<file path="src/hw/rtl/sdp_pkg.sv">
// Shared types and constants of the sample deadline pacer.
package sdp_pkg;

  // Field widths.
  localparam int unsigned TsW     = 32;
  localparam int unsigned CntW    = 13;
  localparam int unsigned CfgW    = 20;
  localparam int unsigned ThrW    = 12;
  localparam int unsigned AdcBits = 12;
  localparam int unsigned CfgIdxW = 3;

  // Longest capture the counters are meant to track.
  localparam int unsigned MaxSamples = 4096;

  // Request opcodes.
  typedef enum logic {
    OP_BEGIN  = 1'b0,
    OP_SAMPLE = 1'b1
  } op_e;

  // Result status codes.
  typedef enum logic [1:0] {
    ST_BEGUN    = 2'd0,
    ST_ACCEPTED = 2'd1,
    ST_COMPLETE = 2'd2,
    ST_REJECTED = 2'd3
  } status_e;

  // Configuration register indexes.
  typedef enum logic [CfgIdxW-1:0] {
    CFG_BASE_INTERVAL      = 3'd0,
    CFG_INTERVAL_REMAINDER = 3'd1,
    CFG_SAMPLE_RATE_HZ     = 3'd2,
    CFG_SAMPLE_COUNT       = 3'd3,
    CFG_CLIP_LOW           = 3'd4,
    CFG_CLIP_HIGH          = 3'd5
  } cfg_idx_e;

  // Configuration seen by the core.
  typedef struct packed {
    logic [CfgW-1:0] base_interval;
    logic [CfgW-1:0] interval_remainder;
    logic [CfgW-1:0] sample_rate_hz;
    logic [CntW-1:0] sample_count;
    logic [ThrW-1:0] clip_low_threshold;
    logic [ThrW-1:0] clip_high_threshold;
  } cfg_t;

  // One registered request.
  typedef struct packed {
    op_e                opcode;
    logic [TsW-1:0]     timestamp;
    logic [AdcBits-1:0] adc_sample;
  } item_t;

  // One result.
  typedef struct packed {
    logic [TsW-1:0]     next_deadline;
    logic [TsW-1:0]     lateness;
    logic               missed_flag;
    logic               clipped_flag;
    logic [TsW-1:0]     max_lateness;
    logic [CntW-1:0]    missed_count;
    logic [CntW-1:0]    clipped_count;
    logic [CntW-1:0]    sample_index;
    logic [AdcBits-1:0] sample_value;
    logic [TsW-1:0]     span;
    status_e            status;
  } res_t;

endpackage

</file>
<file path="src/hw/rtl/sdp_cfg_regs.sv">
// Configuration register file of the sample deadline pacer.
module sdp_cfg_regs (
  input  logic                         clk_i,
  input  logic                         rst_ni,
  input  logic                         cfg_valid_i,
  input  logic [sdp_pkg::CfgIdxW-1:0]  cfg_index_i,
  input  logic [sdp_pkg::CfgW-1:0]     cfg_data_i,
  output sdp_pkg::cfg_t                cfg_o
);

  sdp_pkg::cfg_t cfg_q;

  // Registers take the low bits of the write data; unknown indexes are dropped.
  always_ff @(posedge clk_i or negedge rst_ni) begin
    if (!rst_ni) begin
      cfg_q.base_interval       <= sdp_pkg::CfgW'(25);
      cfg_q.interval_remainder  <= '0;
      cfg_q.sample_rate_hz      <= sdp_pkg::CfgW'(40000);
      cfg_q.sample_count        <= sdp_pkg::CntW'(1024);
      cfg_q.clip_low_threshold  <= sdp_pkg::ThrW'(50);
      cfg_q.clip_high_threshold <= sdp_pkg::ThrW'(4045);
    end else if (cfg_valid_i) begin
      case (sdp_pkg::cfg_idx_e'(cfg_index_i))
        sdp_pkg::CFG_BASE_INTERVAL: begin
          cfg_q.base_interval <= cfg_data_i;
        end
        sdp_pkg::CFG_INTERVAL_REMAINDER: begin
          cfg_q.interval_remainder <= cfg_data_i;
        end
        sdp_pkg::CFG_SAMPLE_RATE_HZ: begin
          cfg_q.sample_rate_hz <= cfg_data_i;
        end
        sdp_pkg::CFG_SAMPLE_COUNT: begin
          cfg_q.sample_count <= cfg_data_i[sdp_pkg::CntW-1:0];
        end
        sdp_pkg::CFG_CLIP_LOW: begin
          cfg_q.clip_low_threshold <= cfg_data_i[sdp_pkg::ThrW-1:0];
        end
        sdp_pkg::CFG_CLIP_HIGH: begin
          cfg_q.clip_high_threshold <= cfg_data_i[sdp_pkg::ThrW-1:0];
        end
        default: begin
        end
      endcase
    end
  end

  assign cfg_o = cfg_q;

endmodule

</file>
<file path="src/hw/rtl/sdp_core.sv">
// Capture state and the combinational update that turns one request into a result.
module sdp_core (
  input  logic           clk_i,
  input  logic           rst_ni,
  input  sdp_pkg::cfg_t  cfg_i,
  input  sdp_pkg::item_t item_i,
  input  logic           fire_i,
  output sdp_pkg::res_t  res_o
);

  localparam int unsigned TsW  = sdp_pkg::TsW;
  localparam int unsigned CntW = sdp_pkg::CntW;
  localparam int unsigned CfgW = sdp_pkg::CfgW;

  // Capture state.
  logic [TsW-1:0]  deadline_q, deadline_d;
  logic [CfgW-1:0] frac_q, frac_d;
  logic [CntW-1:0] accepted_q, accepted_d;
  logic            open_q, open_d;
  logic [TsW-1:0]  first_q, first_d;
  logic [TsW-1:0]  worst_q, worst_d;
  logic [CntW-1:0] misses_q, misses_d;
  logic [CntW-1:0] clips_q, clips_d;

  // Per-sample intermediate values.
  logic [TsW-1:0]  late;
  logic            missed;
  logic            clipped;
  logic [TsW-1:0]  base_dl;
  logic [CfgW-1:0] base_frac;
  logic [CntW-1:0] cnt_next;
  logic [CntW-1:0] limit;
  logic            complete;
  logic [CfgW:0]   acc_sum;
  logic [CfgW:0]   acc_wrap;
  logic            carry;
  logic [TsW-1:0]  step;
  logic [TsW-1:0]  first_new;

  // Capture length is bounded by the longest capture supported.
  assign limit = (32'(cfg_i.sample_count) < 32'(sdp_pkg::MaxSamples)) ?
                 cfg_i.sample_count : CntW'(sdp_pkg::MaxSamples);

  // Lateness, miss detection and resynchronized deadline base.
  assign late      = item_i.timestamp - deadline_q;
  assign missed    = late >= TsW'(cfg_i.base_interval);
  assign base_dl   = missed ? item_i.timestamp : deadline_q;
  assign base_frac = missed ? '0 : frac_q;

  // Clipping margins.
  assign clipped = (12'(item_i.adc_sample) <= cfg_i.clip_low_threshold) ||
                   (12'(item_i.adc_sample) >= cfg_i.clip_high_threshold);

  // Sample count and end of capture.
  assign cnt_next  = accepted_q + CntW'(1);
  assign complete  = (cnt_next >= limit) || (cnt_next == '0);
  assign first_new = (accepted_q == '0) ? item_i.timestamp : first_q;

  // Fractional accumulator: at most one carry per sample.
  assign acc_sum  = {1'b0, base_frac} + {1'b0, cfg_i.interval_remainder};
  assign carry    = acc_sum >= {1'b0, cfg_i.sample_rate_hz};
  assign acc_wrap = carry ? (acc_sum - {1'b0, cfg_i.sample_rate_hz}) : acc_sum;
  assign step     = TsW'(cfg_i.base_interval) + TsW'(carry);

  // Next state and result for the request at the head of the pipe.
  always_comb begin
    deadline_d = deadline_q;
    frac_d     = frac_q;
    accepted_d = accepted_q;
    open_d     = open_q;
    first_d    = first_q;
    worst_d    = worst_q;
    misses_d   = misses_q;
    clips_d    = clips_q;
    res_o      = '0;

    if (item_i.opcode == sdp_pkg::OP_BEGIN) begin
      // Open a capture and clear its statistics.
      open_d     = 1'b1;
      deadline_d = item_i.timestamp;
      frac_d     = '0;
      accepted_d = '0;
      first_d    = '0;
      worst_d    = '0;
      misses_d   = '0;
      clips_d    = '0;
      res_o.next_deadline = item_i.timestamp;
      res_o.status        = sdp_pkg::ST_BEGUN;
    end else if (!open_q) begin
      // No capture open: echo the state, change nothing.
      res_o.next_deadline = deadline_q;
      res_o.max_lateness  = worst_q;
      res_o.missed_count  = misses_q;
      res_o.clipped_count = clips_q;
      res_o.sample_index  = accepted_q;
      res_o.status        = sdp_pkg::ST_REJECTED;
    end else begin
      worst_d    = (late > worst_q) ? late : worst_q;
      misses_d   = missed ? misses_q + CntW'(1) : misses_q;
      clips_d    = clipped ? clips_q + CntW'(1) : clips_q;
      first_d    = first_new;
      accepted_d = cnt_next;
      if (complete) begin
        open_d     = 1'b0;
        deadline_d = base_dl;
        frac_d     = base_frac;
        res_o.span   = item_i.timestamp - first_new;
        res_o.status = sdp_pkg::ST_COMPLETE;
      end else begin
        deadline_d   = base_dl + step;
        frac_d       = acc_wrap[CfgW-1:0];
        res_o.status = sdp_pkg::ST_ACCEPTED;
      end
      res_o.next_deadline = deadline_d;
      res_o.lateness      = late;
      res_o.missed_flag   = missed;
      res_o.clipped_flag  = clipped;
      res_o.max_lateness  = worst_d;
      res_o.missed_count  = misses_d;
      res_o.clipped_count = clips_d;
      res_o.sample_index  = cnt_next;
      res_o.sample_value  = item_i.adc_sample;
    end
  end

  // State registers advance once per request passed on to the result stage.
  always_ff @(posedge clk_i or negedge rst_ni) begin
    if (!rst_ni) begin
      deadline_q <= '0;
      frac_q     <= '0;
      accepted_q <= '0;
      open_q     <= 1'b0;
      first_q    <= '0;
      worst_q    <= '0;
      misses_q   <= '0;
      clips_q    <= '0;
    end else if (fire_i) begin
      deadline_q <= deadline_d;
      frac_q     <= frac_d;
      accepted_q <= accepted_d;
      open_q     <= open_d;
      first_q    <= first_d;
      worst_q    <= worst_d;
      misses_q   <= misses_d;
      clips_q    <= clips_d;
    end
  end

endmodule

</file>
<file path="src/hw/rtl/sample_deadline_pacer.sv">
// Top level of the sample deadline pacer: request register, core and result register.
//
// The pacer takes one request per clock cycle while the result side does not stall.
// A request accepted at a clock edge sits in the request register, then moves through
// the core into the result register, from which its result is offered. The rate is
// set by the combinational capture state update in the core, which sits between the
// request register and the result register. Both stages advance while the result
// register is empty or being taken, so a stalled result holds the pipe without
// losing anything. There is no clearing pass after reset. Configuration writes are
// always taken.
module sample_deadline_pacer (
  input  logic                              clk_i,
  input  logic                              rst_ni,
  // Configuration write channel.
  input  logic                              cfg_valid_i,
  output logic                              cfg_ready_o,
  input  logic [sdp_pkg::CfgIdxW-1:0]       cfg_index_i,
  input  logic [sdp_pkg::CfgW-1:0]          cfg_data_i,
  // Request channel.
  input  logic                              in_valid_i,
  output logic                              in_ready_o,
  input  logic                              opcode_i,
  input  logic [sdp_pkg::TsW-1:0]           timestamp_i,
  input  logic [sdp_pkg::AdcBits-1:0]       adc_sample_i,
  // Result channel.
  output logic                              out_valid_o,
  input  logic                              out_ready_i,
  output logic [sdp_pkg::TsW-1:0]           next_deadline_o,
  output logic [sdp_pkg::TsW-1:0]           lateness_o,
  output logic                              missed_flag_o,
  output logic                              clipped_flag_o,
  output logic [sdp_pkg::TsW-1:0]           max_lateness_o,
  output logic [sdp_pkg::CntW-1:0]          missed_count_o,
  output logic [sdp_pkg::CntW-1:0]          clipped_count_o,
  output logic [sdp_pkg::CntW-1:0]          sample_index_o,
  output logic [sdp_pkg::AdcBits-1:0]       sample_value_o,
  output logic [sdp_pkg::TsW-1:0]           span_o,
  output logic [1:0]                        status_o
);

  sdp_pkg::cfg_t  cfg;
  sdp_pkg::item_t item_q;
  sdp_pkg::res_t  res_d, res_q;
  logic           item_valid_q;
  logic           out_valid_q;
  logic           advance;

  // Configuration registers.
  assign cfg_ready_o = 1'b1;

  sdp_cfg_regs u_cfg (
    .clk_i       (clk_i),
    .rst_ni      (rst_ni),
    .cfg_valid_i (cfg_valid_i),
    .cfg_index_i (cfg_index_i),
    .cfg_data_i  (cfg_data_i),
    .cfg_o       (cfg)
  );

  // Pipe control: the head request moves on when the result register frees up.
  assign advance    = item_valid_q && (!out_valid_q || out_ready_i);
  assign in_ready_o = !item_valid_q || advance;

  // Request register.
  always_ff @(posedge clk_i or negedge rst_ni) begin
    if (!rst_ni) begin
      item_valid_q <= 1'b0;
    end else if (in_ready_o) begin
      item_valid_q <= in_valid_i;
    end
  end

  always_ff @(posedge clk_i) begin
    if (in_valid_i && in_ready_o) begin
      item_q.opcode     <= sdp_pkg::op_e'(opcode_i);
      item_q.timestamp  <= timestamp_i;
      item_q.adc_sample <= adc_sample_i;
    end
  end

  // Capture state and result computation.
  sdp_core u_core (
    .clk_i  (clk_i),
    .rst_ni (rst_ni),
    .cfg_i  (cfg),
    .item_i (item_q),
    .fire_i (advance),
    .res_o  (res_d)
  );

  // Result register.
  always_ff @(posedge clk_i or negedge rst_ni) begin
    if (!rst_ni) begin
      out_valid_q <= 1'b0;
    end else if (!out_valid_q || out_ready_i) begin
      out_valid_q <= item_valid_q;
    end
  end

  always_ff @(posedge clk_i) begin
    if (advance) begin
      res_q <= res_d;
    end
  end

  assign out_valid_o     = out_valid_q;
  assign next_deadline_o = res_q.next_deadline;
  assign lateness_o      = res_q.lateness;
  assign missed_flag_o   = res_q.missed_flag;
  assign clipped_flag_o  = res_q.clipped_flag;
  assign max_lateness_o  = res_q.max_lateness;
  assign missed_count_o  = res_q.missed_count;
  assign clipped_count_o = res_q.clipped_count;
  assign sample_index_o  = res_q.sample_index;
  assign sample_value_o  = res_q.sample_value;
  assign span_o          = res_q.span;
  assign status_o        = res_q.status;

endmodule

</file>
<file path="config.mk">
export PLATFORM = sky130hd
export DESIGN_NAME = sample_deadline_pacer
export DESIGN_NICKNAME = d
export VERILOG_FILES = /design/src/hw/rtl/sdp_pkg.sv /design/src/hw/rtl/sdp_cfg_regs.sv /design/src/hw/rtl/sdp_core.sv /design/src/hw/rtl/sample_deadline_pacer.sv
export SDC_FILE = /design/constraint.sdc
export NUM_CORES = 1
export LEC_CHECK = 0
export ABC_AREA = 1
export BUFFER_PORTS_ARGS = -buffer_cell sky130_fd_sc_hd__buf_2
export CAP_MARGIN = 20
export CELL_PAD_IN_SITES_DETAIL_PLACEMENT = 1
export CELL_PAD_IN_SITES_GLOBAL_PLACEMENT = 2
export CORE_MARGIN = 10
export CORE_UTILIZATION = 40
export CTS_CLUSTER_SIZE = 30
export DETAILED_ROUTE_END_ITERATION = 10
export GPL_TIMING_DRIVEN = 0
export PLACE_DENSITY_LB_ADDON = 0.1
export SLEW_MARGIN = 15
export SYNTH_ARGS = -nofsm -noshare
export SYNTH_HDL_FRONTEND = slang
export SYNTH_HIERARCHICAL = 1
export SYNTH_SLANG_ARGS = --single-unit
export TNS_END_PERCENT = 30
</file>
<file path="constraint.sdc">
create_clock -name clk_i -period 31.2 [get_ports clk_i]
set_input_delay 1.56 -clock clk_i [delete_from_list [all_inputs] [get_ports clk_i]]
set_output_delay 1.56 -clock clk_i [all_outputs]
set_load 0.01 [all_outputs]
</file>
* After elaboration in Yosys (flattened, before gate mapping)
Cells that the tools add are included.
Operators by class: $add $sub $neg 9, multiply operators 0, divide/modulo/power cells 0, magnitude comparators 7, equality and inequality tests 6, shifts and indexed selects 0, mux-type cells 30, bitwise operators 0, reduce and logical (&&, ||, !) cells 20
Operators by type and width (count):
- 32-bit 2-to-1 mux | 10
- 13-bit 2-to-1 mux | 9
- 20-bit 2-to-1 mux | 5
- 71-bit 2-to-1 mux | 1
- 32-bit subtractor | 2
- 13-bit by 1-bit adder with 13-bit output, second input constant | 3
- 32-bit adder | 1
- 32-bit by 20-bit greater-or-equal comparator with 1-bit output | 1
- 32-bit > comparator | 1
- 13-bit logical NOT | 2
- 20-bit by 1-bit adder with 21-bit output | 1
- 20-bit by 20-bit adder with 21-bit output | 1
- 21-bit by 20-bit greater-or-equal comparator with 1-bit output | 1
- 20-bit subtractor | 1
- 2-bit AND reduction | 8
- 13-bit greater-or-equal comparator | 1
- 13-bit < comparator, second input constant | 1
- 12-bit greater-or-equal comparator | 1
- 12-bit less-or-equal comparator | 1
- 3-bit by 2-bit == test with 1-bit output, second input constant | 2
- 3-bit == test, second input constant | 2
- 1-bit logical OR | 4
- 2-bit 2-to-1 mux | 2
- 3-bit by 1-bit == test with 1-bit output, second input constant | 1
- 6 further kinds | 10
Storage, ports and cells: register bits after elaboration 483, latch bits 0, memory bits (writable) 0, memory bits (read-only) 0, output and inout port bits 186, logic and storage cells 102, memories kept 0

* Logic depth before layout (Yosys ltp)
depth after elaboration 10, depth in mapped cells 61

* Hierarchy
The synthesis kept the hierarchy.
By module, submodules not included:
- sdp_core | instances 1, cells an instance 2906, area an instance 18795.5 µm², seq. area each 3903.7 µm²
- sample_deadline_pacer | instances 1, cells an instance 242, area an instance 6952.9 µm², seq. area each 6896.6 µm²
- sdp_cfg_regs | instances 1, cells an instance 435, area an instance 3858.7 µm², seq. area each 2453.6 µm²

* Worst setup path after synthesis
OpenSTA, ideal clock, no wires.
kind input to register, from in out_ready_i, to reg u_core.first_q[10], arrival time 14.286 ns, slack 16.773 ns, cell stages on the path 7, buffers on the path 2, cell sequence inv_2 -> a21oi_1 -> clkinv_1 -> nor2_1 -> clkbuf_1 -> buf_1 -> o22ai_1
On the way: longest elaborated chain between the ends 3
Ends and longest elaborated chain:
- from (decl) | line sample_deadline_pacer.sv:27 | input logic out_ready_i,
- 1-bit logical OR | line sample_deadline_pacer.sv:61 | assign advance = item_valid_q && (!out_valid_q || out_ready_i);
- 1-bit logical AND | line sample_deadline_pacer.sv:61
- named net advance | line sample_deadline_pacer.sv:46 | logic advance;
- 2-bit AND reduction (no source line)
- to (signal assigned) | line sdp_core.sv:142 | first_q <= first_d;
- to (decl) | line sdp_core.sv:20 | logic [TsW-1:0] first_q, first_d;
The timed path passes the listed nets, and every way through them passes these cells. A chain may end at the register's enable or synchronous reset.

==> key figures <==
Timing
  • Post-layout min period: 11460 ps
  • Final Setup Violations: 0
  • Period utilization: 0.367
  • Fin. max-slew vios: 0
  • RSZ-0062 raised after global routing: false
  • Setup Skew: 49.2 ps
  • Fmax achieved: 0.0873 GHz
  • Final hold viol count: 0
  • Slew @ Worst Pin: 1170 ps
  • Sum of negative setup slack: 0 ps
  • Slew margin rel.: 0.221

Logic synthesis
  • Top post-synthesis cells by area: edfxtp_1 23%, dfrtp_1 20%, nand2_1 11%
  • Top cell type's share of synthesized area: 0.231
  • Sequential area share after synthesis: 0.448
  • Main synth FF type: dfrtp_1
  • Post-synth ARST share: 0.528
  • Seq cells post-synth: 483
  • Yosys cell types: 58
  • Syn avg cell area: 8.26 um^2
  • Netlist Area Pre-Place: 29600 um^2
  • Cell accounting for the most synthesized area: edfxtp_1
  • EDFF count, synth: 228
  • Post-synth net total: 3877
  • Synthesis Warnings: 6
  • Cells after Synth: 3583

Place
  • IO Port Bufs: 257
  • Routability cong.: 0.911
  • Dpl hpwl: 88000 um
  • Area post-placement: 32400 um^2

Global route
  • Initial antenna violation count: 4
  • Largest net degree at the start of global routing: 94
  • Vias in the first global route: 27924
  • GR Overflow Total: 0
  • GRT Resource Usage Total: 0.252
  • First-pass GRT wire length: 168000 um

Pwr
  • Combinational Power Share: 0.466
  • Power Density: 84.5 nW/um^2
  • Total power: 2.90 mW
  • Sw Ratio: 0.434
  • Internal: 1.64 mW
  • Leak: 16.3 nW
  • Net Sw Power: 1.26 mW
  • Clock share of power: 0.232
  • Seq pwr share: 0.302
  • Maximum vdd drop: 0.0500 mV

Setup path
  • Worst-path maximum fanout: 10
  • CP max-delay cell: xor2_1
  • CP arrival: 11800 ps
  • CP Capture Type: register
  • Reg2reg setup slack: 19740 ps
  • Most frequent CP cell: nand2_1
  • Worst R2R Path Depth: 56
  • Worst reg2reg startpoint: item_q[12]$_DFFE_PP_
  • Setup CP Type: reg2reg
  • CP required: 31540 ps
  • Critical Path Max Stage Delay: 530 ps
  • Worst R2R End: next_deadline_o[12]$_DFFE_PP_
  • Kind of start point of the critical path: register

Flow run
  • MaxCap Viol Count: 0

Routing
  • Vias post-DR: 26386
  • DRT Pass-1 Iters: 5
  • Routed Antenna Nets: 0
  • Post-Route WL: 110000 um
  • DRT iter0 DRCs: 1653
  • Via-to-Cell Ratio: 5.36
  • Post-DR wirelength/cell: 22.3 um
  • DR DRC count: 0

Clock tree
  • H-tree level count: 2
  • Clock sinks: 483
  • Hold buffers post-CTS: 0
  • Cts bufs inserted: 55
  • CTS tree: yes
  • Clock buffer depth: 3
  • CTS resizes: 0
  • CTS clk-pin slew, worst paths: 60 ps
  • Post-CTS setup buffer count: 0
  • CTS root buf: clkbuf_16
  • Worst-Skew Late Latency: 640 ps

Finish
  • FF/Latch Area: 13300 um^2
  • Commonest non-fill, non-tap cells in the layout: 867 x nand2_1, 500 x inv_1, 288 x buf_2
  • Fill cells: 8807
  • Area Overhead vs Synth: 15.9%
  • NumNets Final: 4205
  • Area of the multi-input gates: 13900 um^2
  • Commonest non-fill, non-tap cell in the layout: nand2_1
  • Design area: 34300 um^2
  • Ratio of cells with drive above 1 in the final layout: 0.126

Status
  • Status: complete, no violations

Worst hold path
  • Min-delay src: u_cfg/cfg_o[48]$_DFFE_PN1P_
  • Hold Crit Endpoint: u_cfg/cfg_o[48]$_DFFE_PN1P_
  • Hold path depth: 2
  • Hold WC Path Type: reg2reg

Floorplan
  • Row cnt: 99
  • # IOs: 259
  • Die extent in y: 292 um
  • DIE AREA: 85300 um^2
  • Core Region: 73200 um^2
  • Die span in x: 292 um
  • Initial core utilization: 0.404
[worst max-delay path by stage]
stage	end	start	cells after the start
2_1_floorplan	u_core/first_q[10]$_DFFE_PN0P_	out_ready_i	7
3_3_place_gp	u_core/first_q[2]$_DFFE_PN0P_	out_ready_i	8
3_5_place_dp	next_deadline_o[12]$_DFFE_PP_	item_q[12]$_DFFE_PP_	57
4_1_cts	next_deadline_o[12]$_DFFE_PP_	item_q[12]$_DFFE_PP_	57
5_1_grt	u_core/deadline_q[14]$_DFFE_PN0P_	item_q[12]$_DFFE_PP_	55
6_report	next_deadline_o[12]$_DFFE_PP_	item_q[12]$_DFFE_PP_	56
[logic make-up (layout without fill, tap and decap cells)]
kind of cell    Yosys count  count (layout)  synth area share
xor+xnor                124             124            0.0367
buf+inv                 641            1016            0.0835
flops                   483             483             0.448
fa+ha+maj               221             221            0.0949
other cells               1               3          0.000127
simple gates           1414            1414             0.200
compound gates          699             699             0.137
[power by group through the flow]
stage                     Sequential (mW)  Clock [mW]  Combinational [mW]
after global routing                0.887       0.710                1.52
after global placement              0.895           0                1.28
after floorplan                     0.888           0               0.871
after CTS                           0.877       0.687                1.35
final                               0.876       0.672                1.35
after detailed placement            0.888           0                1.34
[area by class of cell]
class / count / share of cell area
Multi-Input combinational cell: 2459 / 0.405
Sequential cell: 483 / 0.386
Inverter: 519 / 0.0568
Timing Repair Buffer: 271 / 0.0472
Clock buffer: 79 / 0.0442
Tap cell: 959 / 0.0350
Buffer: 122 / 0.0153
Clock inverter: 25 / 0.0100
Antenna cell: 2 / 0.000146
[critical path: cells and delay by family, from the launching register on]
kind                     cells  cell delay (ps)
XOR/XNOR                     3              860
adder cells (fa/ha/maj)      7             2600
buffers and inverters        7             1340
AO/OA/AOI/OAI               15             2840
flip-flops                   1              350
AND/OR/NAND/NOR             24             3130
[per-stage QoR]
stage / setup slack [ps] / utilization / hold WS, ps / instances
2_1_floorplan: 16770 / - / 442 / 3583
3_3_place_gp: 7400 / 0.438 / 452 / 4799
3_5_place_dp: 19810 / 0.443 / 456 / 4813
4_1_cts: 19720 / 0.469 / 465 / 4917
5_1_grt: 18650 / 0.469 / 478 / 4917
6_report: 19740 / 0.469 / 462 / 4919
[synth_stat cells (21+ instances only)]
library cell	n
a21oi_1	212
o21ai_0	172
inv_1	501
o22ai_1	179
nand3_1	165
clkbuf_1	76
buf_2	32
o211ai_1	31
ha_1	215
xnor2_1	44
dfstp_2	21
edfxtp_1	228
nor2_1	247
dfrtp_1	234
nor3_1	22
nand4_1	31
nand2_1	867
xor2_1	80
nand2_2	21
[state kept, by name (all words and copies together), names as in the netlist]
register / flops
u_core/deadline_q: 32
missed_flag_o: 1
out_valid_o: 1
span_o: 32
clipped_flag_o: 1
lateness_o: 32
item_valid_q: 1
next_deadline_o: 32
u_core/worst_q: 32
max_lateness_o: 32
missed_count_o: 13
u_cfg/cfg_o: 97
u_core/open_q: 1
u_core/clips_q: 13
u_core/first_q: 32
status_o: 2
u_core/frac_q: 20
clipped_count_o: 13
u_core/misses_q: 13
sample_index_o: 13
u_core/accepted_q: 13
sample_value_o: 12
item_q: 45
[metal layers]
| metal | GRT usage | routed length [um] |
|---|---|---|
| met1 | 0.335 | 49900 |
| met2 | 0.432 | 53000 |
| met3 | 0.0316 | 4740 |
| met4 | 0.0549 | 2080 |
| met5 | 0 | 0 |
Note: power is estimated with default switching activity, not from simulation.
